File: src/rtl/core/wqr_pkg.sv
`timescale 1ns / 1ps
`default_nettype none
// ----------------------------------------------------------------------------
// wqr_pkg
// Shared types and constants of the wait queue with removal.
// ----------------------------------------------------------------------------
package wqr_pkg;

  localparam int ID_W   = 5;
  localparam int MODE_W = 3;
  localparam int CNT_W  = 6;

  typedef enum logic [MODE_W-1:0] {
    MODE_PUSH   = 3'd0,
    MODE_REMOVE = 3'd1,
    MODE_POP    = 3'd2,
    MODE_DRAIN  = 3'd3,
    MODE_STATUS = 3'd4
  } wqr_mode_e;

  typedef enum logic [1:0] {
    ST_IDLE,
    ST_EXEC,
    ST_ISSUE
  } wqr_state_e;

  typedef struct packed {
    logic             last;
    logic [ID_W-1:0]  head_id;
    logic             queue_empty;
    logic [CNT_W-1:0] queue_count;
    logic             status;
    logic [ID_W-1:0]  taken_id;
    logic             taken_valid;
  } wqr_result_t;

endpackage
`default_nettype wire

File: src/rtl/core/wqr_ram.sv
`timescale 1ns / 1ps
`default_nettype none
// ----------------------------------------------------------------------------
// wqr_ram
// Generic single write port, single read port RAM with registered read.
// ----------------------------------------------------------------------------
module wqr_ram #(
  parameter int W     = 5,
  parameter int DEPTH = 32
) (
  input  wire logic                     clk_i,
  input  wire logic                     we_i,
  input  wire logic [$clog2(DEPTH)-1:0] waddr_i,
  input  wire logic [W-1:0]             wdata_i,
  input  wire logic                     re_i,
  input  wire logic [$clog2(DEPTH)-1:0] raddr_i,
  output logic      [W-1:0]             rdata_o
);

  logic [W-1:0] mem_q [DEPTH];
  logic [W-1:0] rdata_q;

  always_ff @(posedge clk_i) begin
    if (we_i) begin
      mem_q[waddr_i] <= wdata_i;
    end
    if (re_i) begin
      rdata_q <= mem_q[raddr_i];
    end
  end

  assign rdata_o = rdata_q;

endmodule
`default_nettype wire

File: src/rtl/core/wqr_ctrl.sv
`timescale 1ns / 1ps
`default_nettype none
// ----------------------------------------------------------------------------
// wqr_ctrl
// Request sequencer: reads the link memories, relinks neighbours, keeps
// head, tail, count and the queued bits, and builds each result.
// ----------------------------------------------------------------------------
module wqr_ctrl #(
  parameter int SLOTS = 32
) (
  input  wire logic                     clk_i,
  input  wire logic                     rst_ni,
  input  wire logic                     s_valid_i,
  output logic                          s_ready_o,
  input  wire logic [wqr_pkg::MODE_W-1:0] mode_i,
  input  wire logic [wqr_pkg::ID_W-1:0] slot_i,
  output logic                          nx_we_o,
  output logic [$clog2(SLOTS)-1:0]      nx_waddr_o,
  output logic [$clog2(SLOTS)-1:0]      nx_wdata_o,
  output logic                          pv_we_o,
  output logic [$clog2(SLOTS)-1:0]      pv_waddr_o,
  output logic [$clog2(SLOTS)-1:0]      pv_wdata_o,
  output logic                          re_o,
  output logic [$clog2(SLOTS)-1:0]      raddr_o,
  input  wire logic [$clog2(SLOTS)-1:0] rd_next_i,
  input  wire logic [$clog2(SLOTS)-1:0] rd_prev_i,
  output logic                          res_valid_o,
  output wqr_pkg::wqr_result_t          res_o,
  input  wire logic                     out_free_i
);
  import wqr_pkg::*;

  localparam int IW = $clog2(SLOTS);
  localparam int CW = $clog2(SLOTS + 1);

  function automatic logic [IW-1:0] to_idx(logic [ID_W-1:0] v);
    logic [IW+ID_W-1:0] w;
    w = {{IW{1'b0}}, v};
    return w[IW-1:0];
  endfunction

  function automatic logic [ID_W-1:0] to_id(logic [IW-1:0] v);
    logic [IW+ID_W-1:0] w;
    w = {{ID_W{1'b0}}, v};
    return w[ID_W-1:0];
  endfunction

  function automatic logic [CNT_W-1:0] to_cnt(logic [CW-1:0] v);
    logic [CW+CNT_W-1:0] w;
    w = {{CNT_W{1'b0}}, v};
    return w[CNT_W-1:0];
  endfunction

  wqr_state_e       state_q, state_d;
  wqr_mode_e        mode_q, mode_d;
  logic [IW-1:0]    sidx_q, sidx_d;
  logic             rng_q, rng_d;
  logic [IW-1:0]    head_q, head_d;
  logic [IW-1:0]    tail_q, tail_d;
  logic [CW-1:0]    cnt_q, cnt_d;
  logic [SLOTS-1:0] queued_q, queued_d;

  wqr_mode_e        in_mode;
  logic [IW-1:0]    in_idx;
  logic             in_rng;
  logic             acc;
  logic             ok;
  logic             taken;
  logic             do_unlink;
  logic [IW-1:0]    u_idx;

  assign in_mode   = wqr_mode_e'(mode_i);
  assign in_idx    = to_idx(slot_i);
  assign in_rng    = (32'(slot_i) < 32'(SLOTS));
  assign s_ready_o = (state_q == ST_IDLE);
  assign acc       = s_valid_i && s_ready_o;
  assign u_idx     = (mode_q == MODE_REMOVE) ? sidx_q : head_q;

  always_ff @(posedge clk_i or negedge rst_ni) begin
    if (!rst_ni) begin
      state_q  <= ST_IDLE;
      head_q   <= '0;
      tail_q   <= '0;
      cnt_q    <= '0;
      queued_q <= '0;
    end else begin
      state_q  <= state_d;
      head_q   <= head_d;
      tail_q   <= tail_d;
      cnt_q    <= cnt_d;
      queued_q <= queued_d;
    end
  end

  always_ff @(posedge clk_i) begin
    mode_q <= mode_d;
    sidx_q <= sidx_d;
    rng_q  <= rng_d;
  end

  always_comb begin
    state_d     = state_q;
    mode_d      = mode_q;
    sidx_d      = sidx_q;
    rng_d       = rng_q;
    head_d      = head_q;
    tail_d      = tail_q;
    cnt_d       = cnt_q;
    queued_d    = queued_q;
    nx_we_o     = 1'b0;
    nx_waddr_o  = '0;
    nx_wdata_o  = '0;
    pv_we_o     = 1'b0;
    pv_waddr_o  = '0;
    pv_wdata_o  = '0;
    re_o        = 1'b0;
    raddr_o     = head_q;
    res_valid_o = 1'b0;
    res_o       = '0;
    ok          = 1'b0;
    taken       = 1'b0;
    do_unlink   = 1'b0;

    case (state_q)
      ST_IDLE: begin
        if (acc) begin
          mode_d  = in_mode;
          sidx_d  = in_idx;
          rng_d   = in_rng;
          state_d = ST_EXEC;
          re_o    = (in_mode == MODE_REMOVE) || (in_mode == MODE_POP) ||
                    (in_mode == MODE_DRAIN);
          raddr_o = (in_mode == MODE_REMOVE) ? in_idx : head_q;
          // own links of the new slot are written at accept
          if ((in_mode == MODE_PUSH) && in_rng && !queued_q[in_idx]) begin
            nx_we_o    = 1'b1;
            nx_waddr_o = in_idx;
            nx_wdata_o = (cnt_q == '0) ? in_idx : head_q;
            pv_we_o    = 1'b1;
            pv_waddr_o = in_idx;
            pv_wdata_o = (cnt_q == '0) ? in_idx : tail_q;
          end
        end
      end

      ST_ISSUE: begin
        re_o    = 1'b1;
        raddr_o = head_q;
        state_d = ST_EXEC;
      end

      ST_EXEC: begin
        if (out_free_i) begin
          case (mode_q)
            MODE_PUSH: begin
              ok = rng_q && !queued_q[sidx_q];
              if (ok) begin
                queued_d[sidx_q] = 1'b1;
                cnt_d            = cnt_q + CW'(1);
                tail_d           = sidx_q;
                if (cnt_q == '0) begin
                  head_d = sidx_q;
                end else begin
                  nx_we_o    = 1'b1;
                  nx_waddr_o = tail_q;
                  nx_wdata_o = sidx_q;
                  pv_we_o    = 1'b1;
                  pv_waddr_o = head_q;
                  pv_wdata_o = sidx_q;
                end
              end
            end
            MODE_REMOVE: begin
              ok        = rng_q && queued_q[sidx_q] && (cnt_q != '0);
              do_unlink = ok;
            end
            MODE_POP, MODE_DRAIN: begin
              ok        = (cnt_q != '0);
              do_unlink = ok;
              taken     = ok;
            end
            default: begin
              ok = 1'b1;
            end
          endcase

          if (do_unlink) begin
            queued_d[u_idx] = 1'b0;
            if ((rd_next_i == u_idx) || (cnt_q <= CW'(1))) begin
              head_d = '0;
              cnt_d  = '0;
            end else begin
              nx_we_o    = 1'b1;
              nx_waddr_o = rd_prev_i;
              nx_wdata_o = rd_next_i;
              pv_we_o    = 1'b1;
              pv_waddr_o = rd_next_i;
              pv_wdata_o = rd_prev_i;
              if (head_q == u_idx) head_d = rd_next_i;
              if (tail_q == u_idx) tail_d = rd_prev_i;
              cnt_d = cnt_q - CW'(1);
            end
          end

          res_valid_o       = 1'b1;
          res_o.taken_valid = taken;
          res_o.taken_id    = taken ? to_id(u_idx) : '0;
          res_o.status      = !ok;
          res_o.queue_count = to_cnt(cnt_d);
          res_o.queue_empty = (cnt_d == '0);
          res_o.head_id     = (cnt_d == '0) ? '0 : to_id(head_d);

          if ((mode_q == MODE_DRAIN) && ok && (cnt_d != '0)) begin
            res_o.last = 1'b0;
            state_d    = ST_ISSUE;
          end else begin
            res_o.last = 1'b1;
            state_d    = ST_IDLE;
          end
        end
      end

      default: begin
        state_d = ST_IDLE;
      end
    endcase
  end

  a_count_matches_bits: assert property (@(posedge clk_i) disable iff (!rst_ni)
    $countones(queued_q) == 32'(cnt_q))
    else $error("queued bits disagree with count");

  a_head_queued: assert property (@(posedge clk_i) disable iff (!rst_ni)
    (cnt_q != '0) |-> queued_q[head_q])
    else $error("head slot not queued");

  a_load_when_free: assert property (@(posedge clk_i) disable iff (!rst_ni)
    res_valid_o |-> out_free_i)
    else $error("result produced into a full output register");

  a_accept_to_exec: assert property (@(posedge clk_i) disable iff (!rst_ni)
    acc |=> (state_q == ST_EXEC))
    else $error("accepted request not executed");

  a_drain_continues: assert property (@(posedge clk_i) disable iff (!rst_ni)
    (res_valid_o && !res_o.last) |=> (state_q == ST_ISSUE))
    else $error("drain stopped before its last result");

endmodule
`default_nettype wire

File: src/rtl/core/wqr_out_reg.sv
`timescale 1ns / 1ps
`default_nettype none
// ----------------------------------------------------------------------------
// wqr_out_reg
// Output register of the result stream, decoupling the sequencer from stalls.
// ----------------------------------------------------------------------------
module wqr_out_reg (
  input  wire logic                 clk_i,
  input  wire logic                 rst_ni,
  input  wire logic                 load_i,
  input  wire wqr_pkg::wqr_result_t res_i,
  output logic                      free_o,
  output logic                      m_axis_tvalid,
  input  wire logic                 m_axis_tready,
  output logic [23:0]               m_axis_tdata,
  output logic                      m_axis_tlast
);
  import wqr_pkg::*;

  logic        valid_q, valid_d;
  wqr_result_t res_q;

  assign free_o = !valid_q || m_axis_tready;

  always_comb begin
    valid_d = valid_q;
    if (load_i) begin
      valid_d = 1'b1;
    end else if (m_axis_tready) begin
      valid_d = 1'b0;
    end
  end

  always_ff @(posedge clk_i or negedge rst_ni) begin
    if (!rst_ni) begin
      valid_q <= 1'b0;
    end else begin
      valid_q <= valid_d;
    end
  end

  always_ff @(posedge clk_i) begin
    if (load_i) begin
      res_q <= res_i;
    end
  end

  assign m_axis_tvalid = valid_q;
  assign m_axis_tdata  = {5'b0, res_q.head_id, res_q.queue_empty, res_q.queue_count,
                          res_q.status, res_q.taken_id, res_q.taken_valid};
  assign m_axis_tlast  = res_q.last;

endmodule
`default_nettype wire

File: src/rtl/core/wait_queue_with_removal_unit.sv
`timescale 1ns / 1ps
`default_nettype none
// Push/remove/pop/status: the execute state loads the result once the output is free.
// Requests: a link memory read, then a relink write; accepted only when idle.
// Drain: one result per slot taken; an issue state rereads the head between slots.
// Reset: queue empty, queued bits cleared at once; link memories are not
// cleared; their contents are only used for queued slots, so no clearing is needed.
// ----------------------------------------------------------------------------
// wait_queue_with_removal_unit
// FIFO wait queue of task slots kept as a circular doubly linked list in two
// link memories, with push, arbitrary remove, pop, drain and status requests.
// ----------------------------------------------------------------------------
module wait_queue_with_removal_unit #(
  parameter int SLOTS = 32
) (
  input  wire logic        clk_i,
  input  wire logic        rst_ni,
  input  wire logic        s_axis_tvalid,
  output logic             s_axis_tready,
  input  wire logic [7:0]  s_axis_tdata,  // [4:0] slot_id
  input  wire logic [2:0]  s_axis_tuser,  // [2:0] mode
  output logic             m_axis_tvalid,
  input  wire logic        m_axis_tready,
  output logic [23:0]      m_axis_tdata,  // [0] taken_valid, [5:1] taken_id,
                                          // [6] status, [12:7] queue_count,
                                          // [13] queue_empty, [18:14] head_id
  output logic             m_axis_tlast
);
  import wqr_pkg::*;

  localparam int IW = $clog2(SLOTS);

  logic          nx_we, pv_we, re;
  logic [IW-1:0] nx_waddr, nx_wdata, pv_waddr, pv_wdata, raddr;
  logic [IW-1:0] rd_next, rd_prev;
  logic          res_valid, out_free;
  wqr_result_t   res;

  wqr_ctrl #(
    .SLOTS(SLOTS)
  ) u_ctrl (
    .clk_i      (clk_i),
    .rst_ni     (rst_ni),
    .s_valid_i  (s_axis_tvalid),
    .s_ready_o  (s_axis_tready),
    .mode_i     (s_axis_tuser),
    .slot_i     (s_axis_tdata[ID_W-1:0]),
    .nx_we_o    (nx_we),
    .nx_waddr_o (nx_waddr),
    .nx_wdata_o (nx_wdata),
    .pv_we_o    (pv_we),
    .pv_waddr_o (pv_waddr),
    .pv_wdata_o (pv_wdata),
    .re_o       (re),
    .raddr_o    (raddr),
    .rd_next_i  (rd_next),
    .rd_prev_i  (rd_prev),
    .res_valid_o(res_valid),
    .res_o      (res),
    .out_free_i (out_free)
  );

  wqr_ram #(
    .W    (IW),
    .DEPTH(SLOTS)
  ) u_next_ram (
    .clk_i  (clk_i),
    .we_i   (nx_we),
    .waddr_i(nx_waddr),
    .wdata_i(nx_wdata),
    .re_i   (re),
    .raddr_i(raddr),
    .rdata_o(rd_next)
  );

  wqr_ram #(
    .W    (IW),
    .DEPTH(SLOTS)
  ) u_prev_ram (
    .clk_i  (clk_i),
    .we_i   (pv_we),
    .waddr_i(pv_waddr),
    .wdata_i(pv_wdata),
    .re_i   (re),
    .raddr_i(raddr),
    .rdata_o(rd_prev)
  );

  wqr_out_reg u_out_reg (
    .clk_i        (clk_i),
    .rst_ni       (rst_ni),
    .load_i       (res_valid),
    .res_i        (res),
    .free_o       (out_free),
    .m_axis_tvalid(m_axis_tvalid),
    .m_axis_tready(m_axis_tready),
    .m_axis_tdata (m_axis_tdata),
    .m_axis_tlast (m_axis_tlast)
  );

endmodule
`default_nettype wire
File: config.mk
export PLATFORM = sky130hd
export DESIGN_NAME = wait_queue_with_removal_unit
export DESIGN_NICKNAME = d
export VERILOG_FILES = /design/src/rtl/core/wqr_pkg.sv /design/src/rtl/core/wqr_ram.sv /design/src/rtl/core/wqr_ctrl.sv /design/src/rtl/core/wqr_out_reg.sv /design/src/rtl/core/wait_queue_with_removal_unit.sv
export SDC_FILE = /design/constraint.sdc
export NUM_CORES = 1
export LEC_CHECK = 0
export BUFFER_PORTS_ARGS = -buffer_cell sky130_fd_sc_hd__buf_2
export CORE_ASPECT_RATIO = 0.5
export CORE_UTILIZATION = 50
export CTS_CLUSTER_SIZE = 40
export DETAILED_ROUTE_END_ITERATION = 6
export GPL_TIMING_DRIVEN = 0
export PLACE_DENSITY = 0.66
export SYNTH_ARGS = -nofsm -noshare
export SYNTH_HDL_FRONTEND = slang
export SYNTH_SLANG_ARGS = --single-unit
File: constraint.sdc
create_clock -name clk_i -period 4.5 [get_ports clk_i]
set_clock_uncertainty 0.05 [all_clocks]
set_input_delay 0.9 -clock clk_i [delete_from_list [all_inputs] [get_ports clk_i]]
set_output_delay 0.9 -clock clk_i [all_outputs]
set_load 0.02 [all_outputs]
# Word-level counts from Yosys, hierarchy flattened
# Memory sizes are Yosys's and may differ from the RTL's. A register that Yosys moved wholly into a read port is not among the register bits.
# Index checks and enable logic that the tools add are counted.
# op_classes
n_addsub,2
multipliers,0
div,0
n_lt_le_gt_ge,6
eq_ne,13
shift,0
n_mux,98
n_bitwise,5
n_reduce_logical,29
# ops
op,count
2-to-1 mux 5 bit,44
2-to-1 mux 32 bit,5
one-hot mux 5 bit (2 select lines),4
2-to-1 mux 6 bit,6
bitwise AND 32 bit,1
NOT 32 bit,1
OR 32 bit,1
2-to-1 mux 1 bit,27
< comparator 5 x 6 -> 1 bit (second input constant),3
== test 5 bit,3
== test 3 x 2 -> 1 bit (second input constant),4
logical NOT 6 bit,2
nonzero test 6 bit,2
binary-select mux 1 bit (select 5 bit),2
demux 1 bit (select 5 bit),2
greater-or-equal comparator 5 x 1 -> 1 bit (second input constant),2
logical AND 1 bit,7
adder 6 x 1 -> 6 bit (second input constant),1
== test 3 x 1 -> 1 bit (second input constant),2
<= comparator 6 x 1 -> 1 bit (second input constant),1
logical NOT 3 bit,2
2-to-1 mux 2 bit,3
one-hot mux 1 bit (2 select lines),3
one-hot mux 2 bit (3 select lines),1
other kinds (14),24
# word_totals
reg_bits,79
latchBits,0
mem_bits_rw,320
rom_bits,0
inputBits,15
output_inout_bits,27
word_cells,170
mem_count,2
# mem_list
memory,words,width,rd,rd_clocked_by_memory_dff,write_ports,line_no,text
u_next_ram.mem_q,32,5,1,1,1,wqr_ram.sv:20,logic [W-1:0] mem_q [DEPTH];
u_prev_ram.mem_q,32,5,1,1,1,wqr_ram.sv:20,

# Longest topological paths before layout
# logic_depth
ltp_word,14
depth_mapped,14
depth_no_buf,10

# By module
# From an unflattened synthesis, not the netlist that was laid out.
# hier_totals
hier_cells,1040
hier_area_um2,17768.3
# by_module_without_submodules
module,instances,cells_each,area_per_inst_um2,seq_area_each_um2
wqr_ram,2,277,6394.9,4954.8
wqr_ctrl,1,457,4289.1,1491.4
wqr_out_reg,1,29,689.4,625.6

# Worst setup path after synthesis
# OpenSTA, ideal clock, no wires.
# synth_timing
path_type,in2reg
from,in s_axis_tdata[0]
to,"mem u_prev_ram.mem_q[0][0], data pin"
setup_time_ns,0.380
arrival_ns,3.771
t_required_ns,4.070
slack_ns,0.298
path_stages,7
n_path_buf,2
cell_sequence,buf_2 > mux4_2 > mux4_2 > nor3b_2 > a21oi_1 > clkbuf_1 > o22ai_1
# synth_via
elab_chain_len,7
elab_cells_between_ends,8
classes_between,6 x mux; 2 x reduce/logical
# synth_rtl
item,line_no,text
"start, declared",wait_queue_with_removal_unit.sv:20,"input wire logic [7:0] s_axis_tdata,"
binary-select mux 1 bit (select 5 bit),wqr_ctrl.sv:135,if ((in_mode == MODE_PUSH) && in_rng && !queued_q[in_idx]) begin
2-to-1 mux 1 bit (not written as such),wqr_ctrl.sv:135,
logical NOT 1 bit,wqr_ctrl.sv:135,
logical AND 1 bit,wqr_ctrl.sv:135,
2-to-1 mux 5 bit (*),wqr_ctrl.sv:135,
2-to-1 mux 5 bit (*),wqr_ctrl.sv:126,if (acc) begin
one-hot mux 5 bit (2 select lines) (*),wqr_ctrl.sv:124,case (state_q)
named net pv_wdata[0],wait_queue_with_removal_unit.sv:34,"logic [IW-1:0] nx_waddr, nx_wdata, pv_waddr, pv_wdata, raddr;"
"end, declared",wqr_ram.sv:20,
# Mark *: on every way through the listed nets, which the timed path passes. The rest lies on a longest branch. The select of a mux whose other input is x is not followed.

# Final worst setup path
# layout_timing
from,reg u_ctrl.cnt_q[0]
to,"mem u_prev_ram.mem_q[2][2], enable pin"
# layout_via
elab_chain_len,10
elab_cells_between_ends,24
classes_between,1 x order compare; 19 x mux; 4 x reduce/logical
# layout_rtl
item,line_no,text
"start, declared",wqr_ctrl.sv:60,"logic [CW-1:0] cnt_q, cnt_d;"
"start signal, assigned",wqr_ctrl.sv:90,cnt_q <= cnt_d;
nonzero test 6 bit / logical NOT 6 bit (equally long branches),"wqr_ctrl.sv:174, wqr_ctrl.sv:178, wqr_ctrl.sv:161",
logical AND 1 bit / 2-to-1 mux 1 bit (equally long branches),"wqr_ctrl.sv:174, wqr_ctrl.sv:161",
one-hot mux 1 bit (2 select lines) / 2-to-1 mux 1 bit (equally long branches),"wqr_ctrl.sv:154, wqr_ctrl.sv:157",
"2-to-1 mux 1 bit, on equally long branches","wqr_ctrl.sv:153, wqr_ctrl.sv:154",
"2-to-1 mux 1 bit, on equally long branches","wqr_ctrl.sv:124, wqr_ctrl.sv:189",
2-to-1 mux 1 bit,wqr_ctrl.sv:187,if (do_unlink) begin
2-to-1 mux 1 bit,wqr_ctrl.sv:153,if (out_free_i) begin
one-hot mux 1 bit (2 select lines),wqr_ctrl.sv:124,
2-to-1 mux 1 bit,wqr_ram.sv:24,if (we_i) begin
2-to-1 mux 1 bit (not written as such),wqr_ram.sv:25,mem_q[waddr_i] <= wdata_i;
# Parallel ways exist; a longest one is shown, timed or not. The select of a mux whose other input is x is not followed.

==> summary.md <==
| Metric | Value |
|---|---|
| Sequential element share of the synthesized area | `approximately two thirds` |
| Final-report setup violation count | `0` |
| Count of pins on the block boundary | `42` |
| Insertion delay to the later sink of the worst-skew pair | `about 0.54 ns` |
| Post-synth EDFFs | `approximately 360` |
| Asr flop ratio synth | `around 12%` |
| Final design instance area without fill | `20700 sq um` |
| Data arrival time of the critical path | `between 4 and 5 ns` |
| Maximum clock path buffer count | `3` |
| Per-cell routed wire length | `~25 microns` |
| Post-synthesis mux area share | `a little over an eighth` |
| Synthesized-area fraction occupied by adder cells | `0.2075%` |
| Startpoint kind of the worst setup timing path | `flop` |
| Residual DRC | `0` |
| Count of hold buffers inserted by post-cts repair | `0` |
| Overall die width | `roughly 270 microns` |
| Largest fanout on the critical path | `10` |
| Leak pwr | `around 7.2 nW` |
| Top FF cell, synth | `sky130_fd_sc_hd__edfxtp_1` |
| Number of failing hold endpoints at the final stage | `0` |
| Final estimated routing congestion in global placement | `roughly 0.94` |
| Worst hold path type | `flop to flop` |
| Iteration-0 DRC Markers | `1413` |
| Total routed wirelength | `45.47 mm` |
| Share of cells above drive strength 1 | `a little over a fifth` |
| Minimum clock period after layout | `~4.3 ns` |
| Wire length of the first global-routing pass | `68.41 mm` |
| Clock transition time at the flip-flop clock pins of the worst setup and hold paths | `approximately 0.06 ns` |
| Max Fclk | `231.6 MHz` |
| Number of instances in the synthesized netlist | `1250` |
| Count of buffers from port buffering | `33` |
| Overall global routing resource usage | `roughly 25%` |
| Count of vias placed by the detailed router | `around 11000` |
| Area contributors post-synth | `sky130_fd_sc_hd__edfxtp_1 (59%), sky130_fd_sc_hd__mux4_2 (11%), sky130_fd_sc_hd__dfrtp_1 (7.1%)` |
| Setup repair after global routing missed its margin | `yes` |
| CP required | `roughly 4.6 ns` |
| Number of nets at the end of the flow | `about 1400` |
| Clock tree from TritonCTS | `done` |
| TritonCTS Buffers | `37` |
| Fraction of the mapped netlist area in simple logic gates | `a little under a tenth` |
| Kind of capture point of the worst setup path | `flop` |
| Post-synth top area cell | `sky130_fd_sc_hd__edfxtp_1` |
| Initial core utilization | `just over 50%` |
| Pin count of the biggest net entering global routing | `52` |
| Total half-perimeter wirelength after legalization and detailed placement | `31.32 mm` |
| Worst slew margin relative to its limit | `between 10% and 20%` |
| Routed Antenna Nets | `0` |
| Power Total | `12.13 mW` |
| Largest voltage drop on the vdd net | `slightly above 400 uV` |
| Register bit total from synthesis | `409` |
| Aggregate global routing overflow | `0` |
| Number of distinct library cell variants in the gate-level netlist after synthesis | `62` |
| Classification of the worst setup path | `flop to flop` |
| Vias in the first global route | `11090` |
| Worst-Margin Slew | `1.201 ns` |
| Power per Cell Area | `slightly below 600 nW/um^2` |
| Clock sinks | `between 400 and 500` |
| Largest family of logic cells by synthesized area | `multiplexers` |
| Fraction of the mapped netlist area in compound gates | `7.610%` |
| Max Cap Violations | `0` |
| Synthesis warning total | `0` |
| Row count | `48` |
| Die Height | `136.5 microns` |
| Initial antenna violation count | `0` |
| Sum of negative setup slack | `0 ns` |
| Overall die area | `roughly 37000 sq um` |
| Portion of synthesized cell area occupied by the leading cell type | `just under 60%` |
| Final cycle utilization of the critical path | `95.95%` |
| Post-placement cell area | `between 15000 and 20000 sq um` |
| Standard cell core area | `about 35000 sq um` |
| Depth of the CTS H-tree | `2` |
| First drt pass iteration count | `5` |
| Post-synth design cell area | `18090 sq um` |
| Clock Tree Root | `sky130_fd_sc_hd__clkbuf_16` |
| Fin. max-slew vios | `0` |
| Synth Area in XOR/XNOR | `less than 1%` |
| Layout-stage area growth over the synthesis result | `14.44%` |
| Avg Inst Size Synth | `around 14 sq um` |
| Antenna Cells | `0` |
| Vias/cell | `approximately 6` |
| Result of the run | `finished clean` |
[worst paths after layout]
check | from | end | slack [ns] | cells past startpoint
worst min register to register | u_out_reg.m_axis_tvalid | u_out_reg.m_axis_tvalid | 0.47 | 2
worst max register to register | u_ctrl.cnt_q[0] | u_prev_ram.mem_q[2][2] | 0.18 | 15
min in group asynchronous | rst_ni | u_ctrl.tail_q[4] | 0.57 | 1
max in group asynchronous | rst_ni | u_ctrl.cnt_q[0] | 3.09 | 1
worst max-delay path | u_ctrl.cnt_q[0] | u_prev_ram.mem_q[2][2] | 0.18 | 15
worst min-delay path | u_out_reg.m_axis_tvalid | u_out_reg.m_axis_tvalid | 0.47 | 2
[cells in the mapped netlist, types with 7 or more instances]
cell,count
sky130_fd_sc_hd__nor3_1,20
sky130_fd_sc_hd__a21oi_1,92
sky130_fd_sc_hd__nor2_1,129
sky130_fd_sc_hd__a22oi_1,15
sky130_fd_sc_hd__nand2_1,158
sky130_fd_sc_hd__inv_1,11
sky130_fd_sc_hd__xnor2_1,11
sky130_fd_sc_hd__nand2b_1,10
sky130_fd_sc_hd__clkbuf_1,50
sky130_fd_sc_hd__o22ai_1,17
sky130_fd_sc_hd__dfrtp_1,51
sky130_fd_sc_hd__o21ai_0,31
sky130_fd_sc_hd__buf_2,22
sky130_fd_sc_hd__edfxtp_1,358
sky130_fd_sc_hd__nand4_1,8
sky130_fd_sc_hd__o211ai_1,11
sky130_fd_sc_hd__mux4_2,89
sky130_fd_sc_hd__nor2b_1,8
sky130_fd_sc_hd__mux2i_1,29
sky130_fd_sc_hd__nand3_1,30
sky130_fd_sc_hd__a21o_1,7
[kinds of logic after synthesis]
family          Yosys count
mux                     122
simple gates            390
other cells               1
buf+inv                  97
xor+xnor                 17
compound gates          211
flops                   409
fa+ha+maj                 3
[cells in the final DEF (no fill, tap or decap), types with 5 or more instances in the layout]
cell type | netlist | layout
sky130_fd_sc_hd__a21o_1 | 7 | 7
sky130_fd_sc_hd__a21oi_1 | 92 | 90
sky130_fd_sc_hd__a221o_1 | 5 | 5
sky130_fd_sc_hd__a221oi_2 | 5 | 5
sky130_fd_sc_hd__a22oi_1 | 15 | 15
sky130_fd_sc_hd__a2bb2oi_1 | 6 | 6
sky130_fd_sc_hd__buf_1 | 6 | 6
sky130_fd_sc_hd__buf_2 | 22 | 55
sky130_fd_sc_hd__buf_4 | 5 | 8
sky130_fd_sc_hd__buf_8 | 0 | 5
sky130_fd_sc_hd__bufinv_16 | 0 | 5
sky130_fd_sc_hd__clkbuf_1 | 50 | 51
sky130_fd_sc_hd__clkbuf_16 | 0 | 38
sky130_fd_sc_hd__clkinv_1 | 1 | 9
sky130_fd_sc_hd__clkinv_2 | 0 | 9
sky130_fd_sc_hd__conb_1 | 1 | 5
sky130_fd_sc_hd__dfrtp_1 | 51 | 51
sky130_fd_sc_hd__edfxtp_1 | 358 | 358
sky130_fd_sc_hd__inv_1 | 11 | 11
sky130_fd_sc_hd__mux2i_1 | 29 | 29
sky130_fd_sc_hd__mux4_2 | 89 | 89
sky130_fd_sc_hd__nand2_1 | 158 | 158
sky130_fd_sc_hd__nand2b_1 | 10 | 10
sky130_fd_sc_hd__nand3_1 | 30 | 28
sky130_fd_sc_hd__nand4_1 | 8 | 8
sky130_fd_sc_hd__nor2_1 | 129 | 92
sky130_fd_sc_hd__nor2_2 | 0 | 37
sky130_fd_sc_hd__nor2b_1 | 8 | 8
sky130_fd_sc_hd__nor3_1 | 20 | 19
sky130_fd_sc_hd__o211ai_1 | 11 | 11
sky130_fd_sc_hd__o21ai_0 | 31 | 31
sky130_fd_sc_hd__o22ai_1 | 17 | 6
sky130_fd_sc_hd__o22ai_4 | 0 | 10
sky130_fd_sc_hd__xnor2_1 | 11 | 11
sky130_fd_sc_hd__xor2_1 | 6 | 6
[area by class of cell]
cell class	instances	area (sq um)
plain buffers	85	384.1
well taps	475	594.3
multi-input cells	748	5964
repair buffers	49	452.9
fillers	2686	14320
flip-flops and latches	409	12030
clock inverters	24	250.2
inverters	12	45.04
clock buffers	43	979.7
[stage by stage]
stage / hold slack, ns / setup slack (ns) / util, % / std cells
floorplan: 0.4402 / 0.2982 / - / 1254
global placement: 0.4567 / -1.775 / 53.87 / 1762
detailed placement: 0.4696 / -0.9172 / 54.80 / 1773
CTS: 0.4865 / -0.1011 / 58.57 / 1841
global route: 0.4960 / -0.01564 / 59.11 / 1845
finish: 0.4745 / 0.1823 / 59.11 / 1845
[metal layers]
| metal | up-vias | wire length (microns) | GRT usage [%] |
|---|---|---|---|
| met3 | 89 | 4009 | 4.786 |
| met4 | 0 | 1082 | 6.058 |
| met2 | 537 | 20180 | 38.42 |
| li1 | 4973 | - | - |
| met1 | 5763 | 20200 | 37.29 |
| met5 | - | 0 | 0 |
[flip-flops by register name, summed over array words and instances (netlist names), 6 cells and up]
name	flops
u_next_ram.mem_q	160
u_prev_ram.mem_q	160
u_ctrl.queued_q	32
u_out_reg.m_axis_tdata	19
u_ctrl.cnt_q	6
[worst max-delay path, stage by stage, from the launching register on]
cell and delay (ns):
sky130_fd_sc_hd__dfrtp_1 0.41, sky130_fd_sc_hd__clkbuf_1 0.21, sky130_fd_sc_hd__inv_1 0.14, sky130_fd_sc_hd__ha_1 0.15, sky130_fd_sc_hd__clkbuf_1 0.29, sky130_fd_sc_hd__and2_0 0.17, sky130_fd_sc_hd__clkbuf_1 0.37, sky130_fd_sc_hd__nor3_2 0.14
sky130_fd_sc_hd__nor2_1 0.39, sky130_fd_sc_hd__a2111oi_4 0.10, sky130_fd_sc_hd__buf_4 0.20, sky130_fd_sc_hd__buf_6 0.14, sky130_fd_sc_hd__a221o_1 0.37, sky130_fd_sc_hd__nor2_1 0.17, sky130_fd_sc_hd__nand2_1 0.24, sky130_fd_sc_hd__nor2_1 0.43
[where the power goes]
part | switching, mW | internal (mW)
clock | 1.38 | 1.85
combinational | 2.71 | 1.54
sequential | 0.159 | 4.48
[what timing repair did]
item	4_1_cts	5_1_grt
endpoints found under the setup margin	402	603
pin swaps	0	3
setup buffers	1	4
gates resized for setup	28	30
No activity file was read; power rests on OpenSTA's default activity.
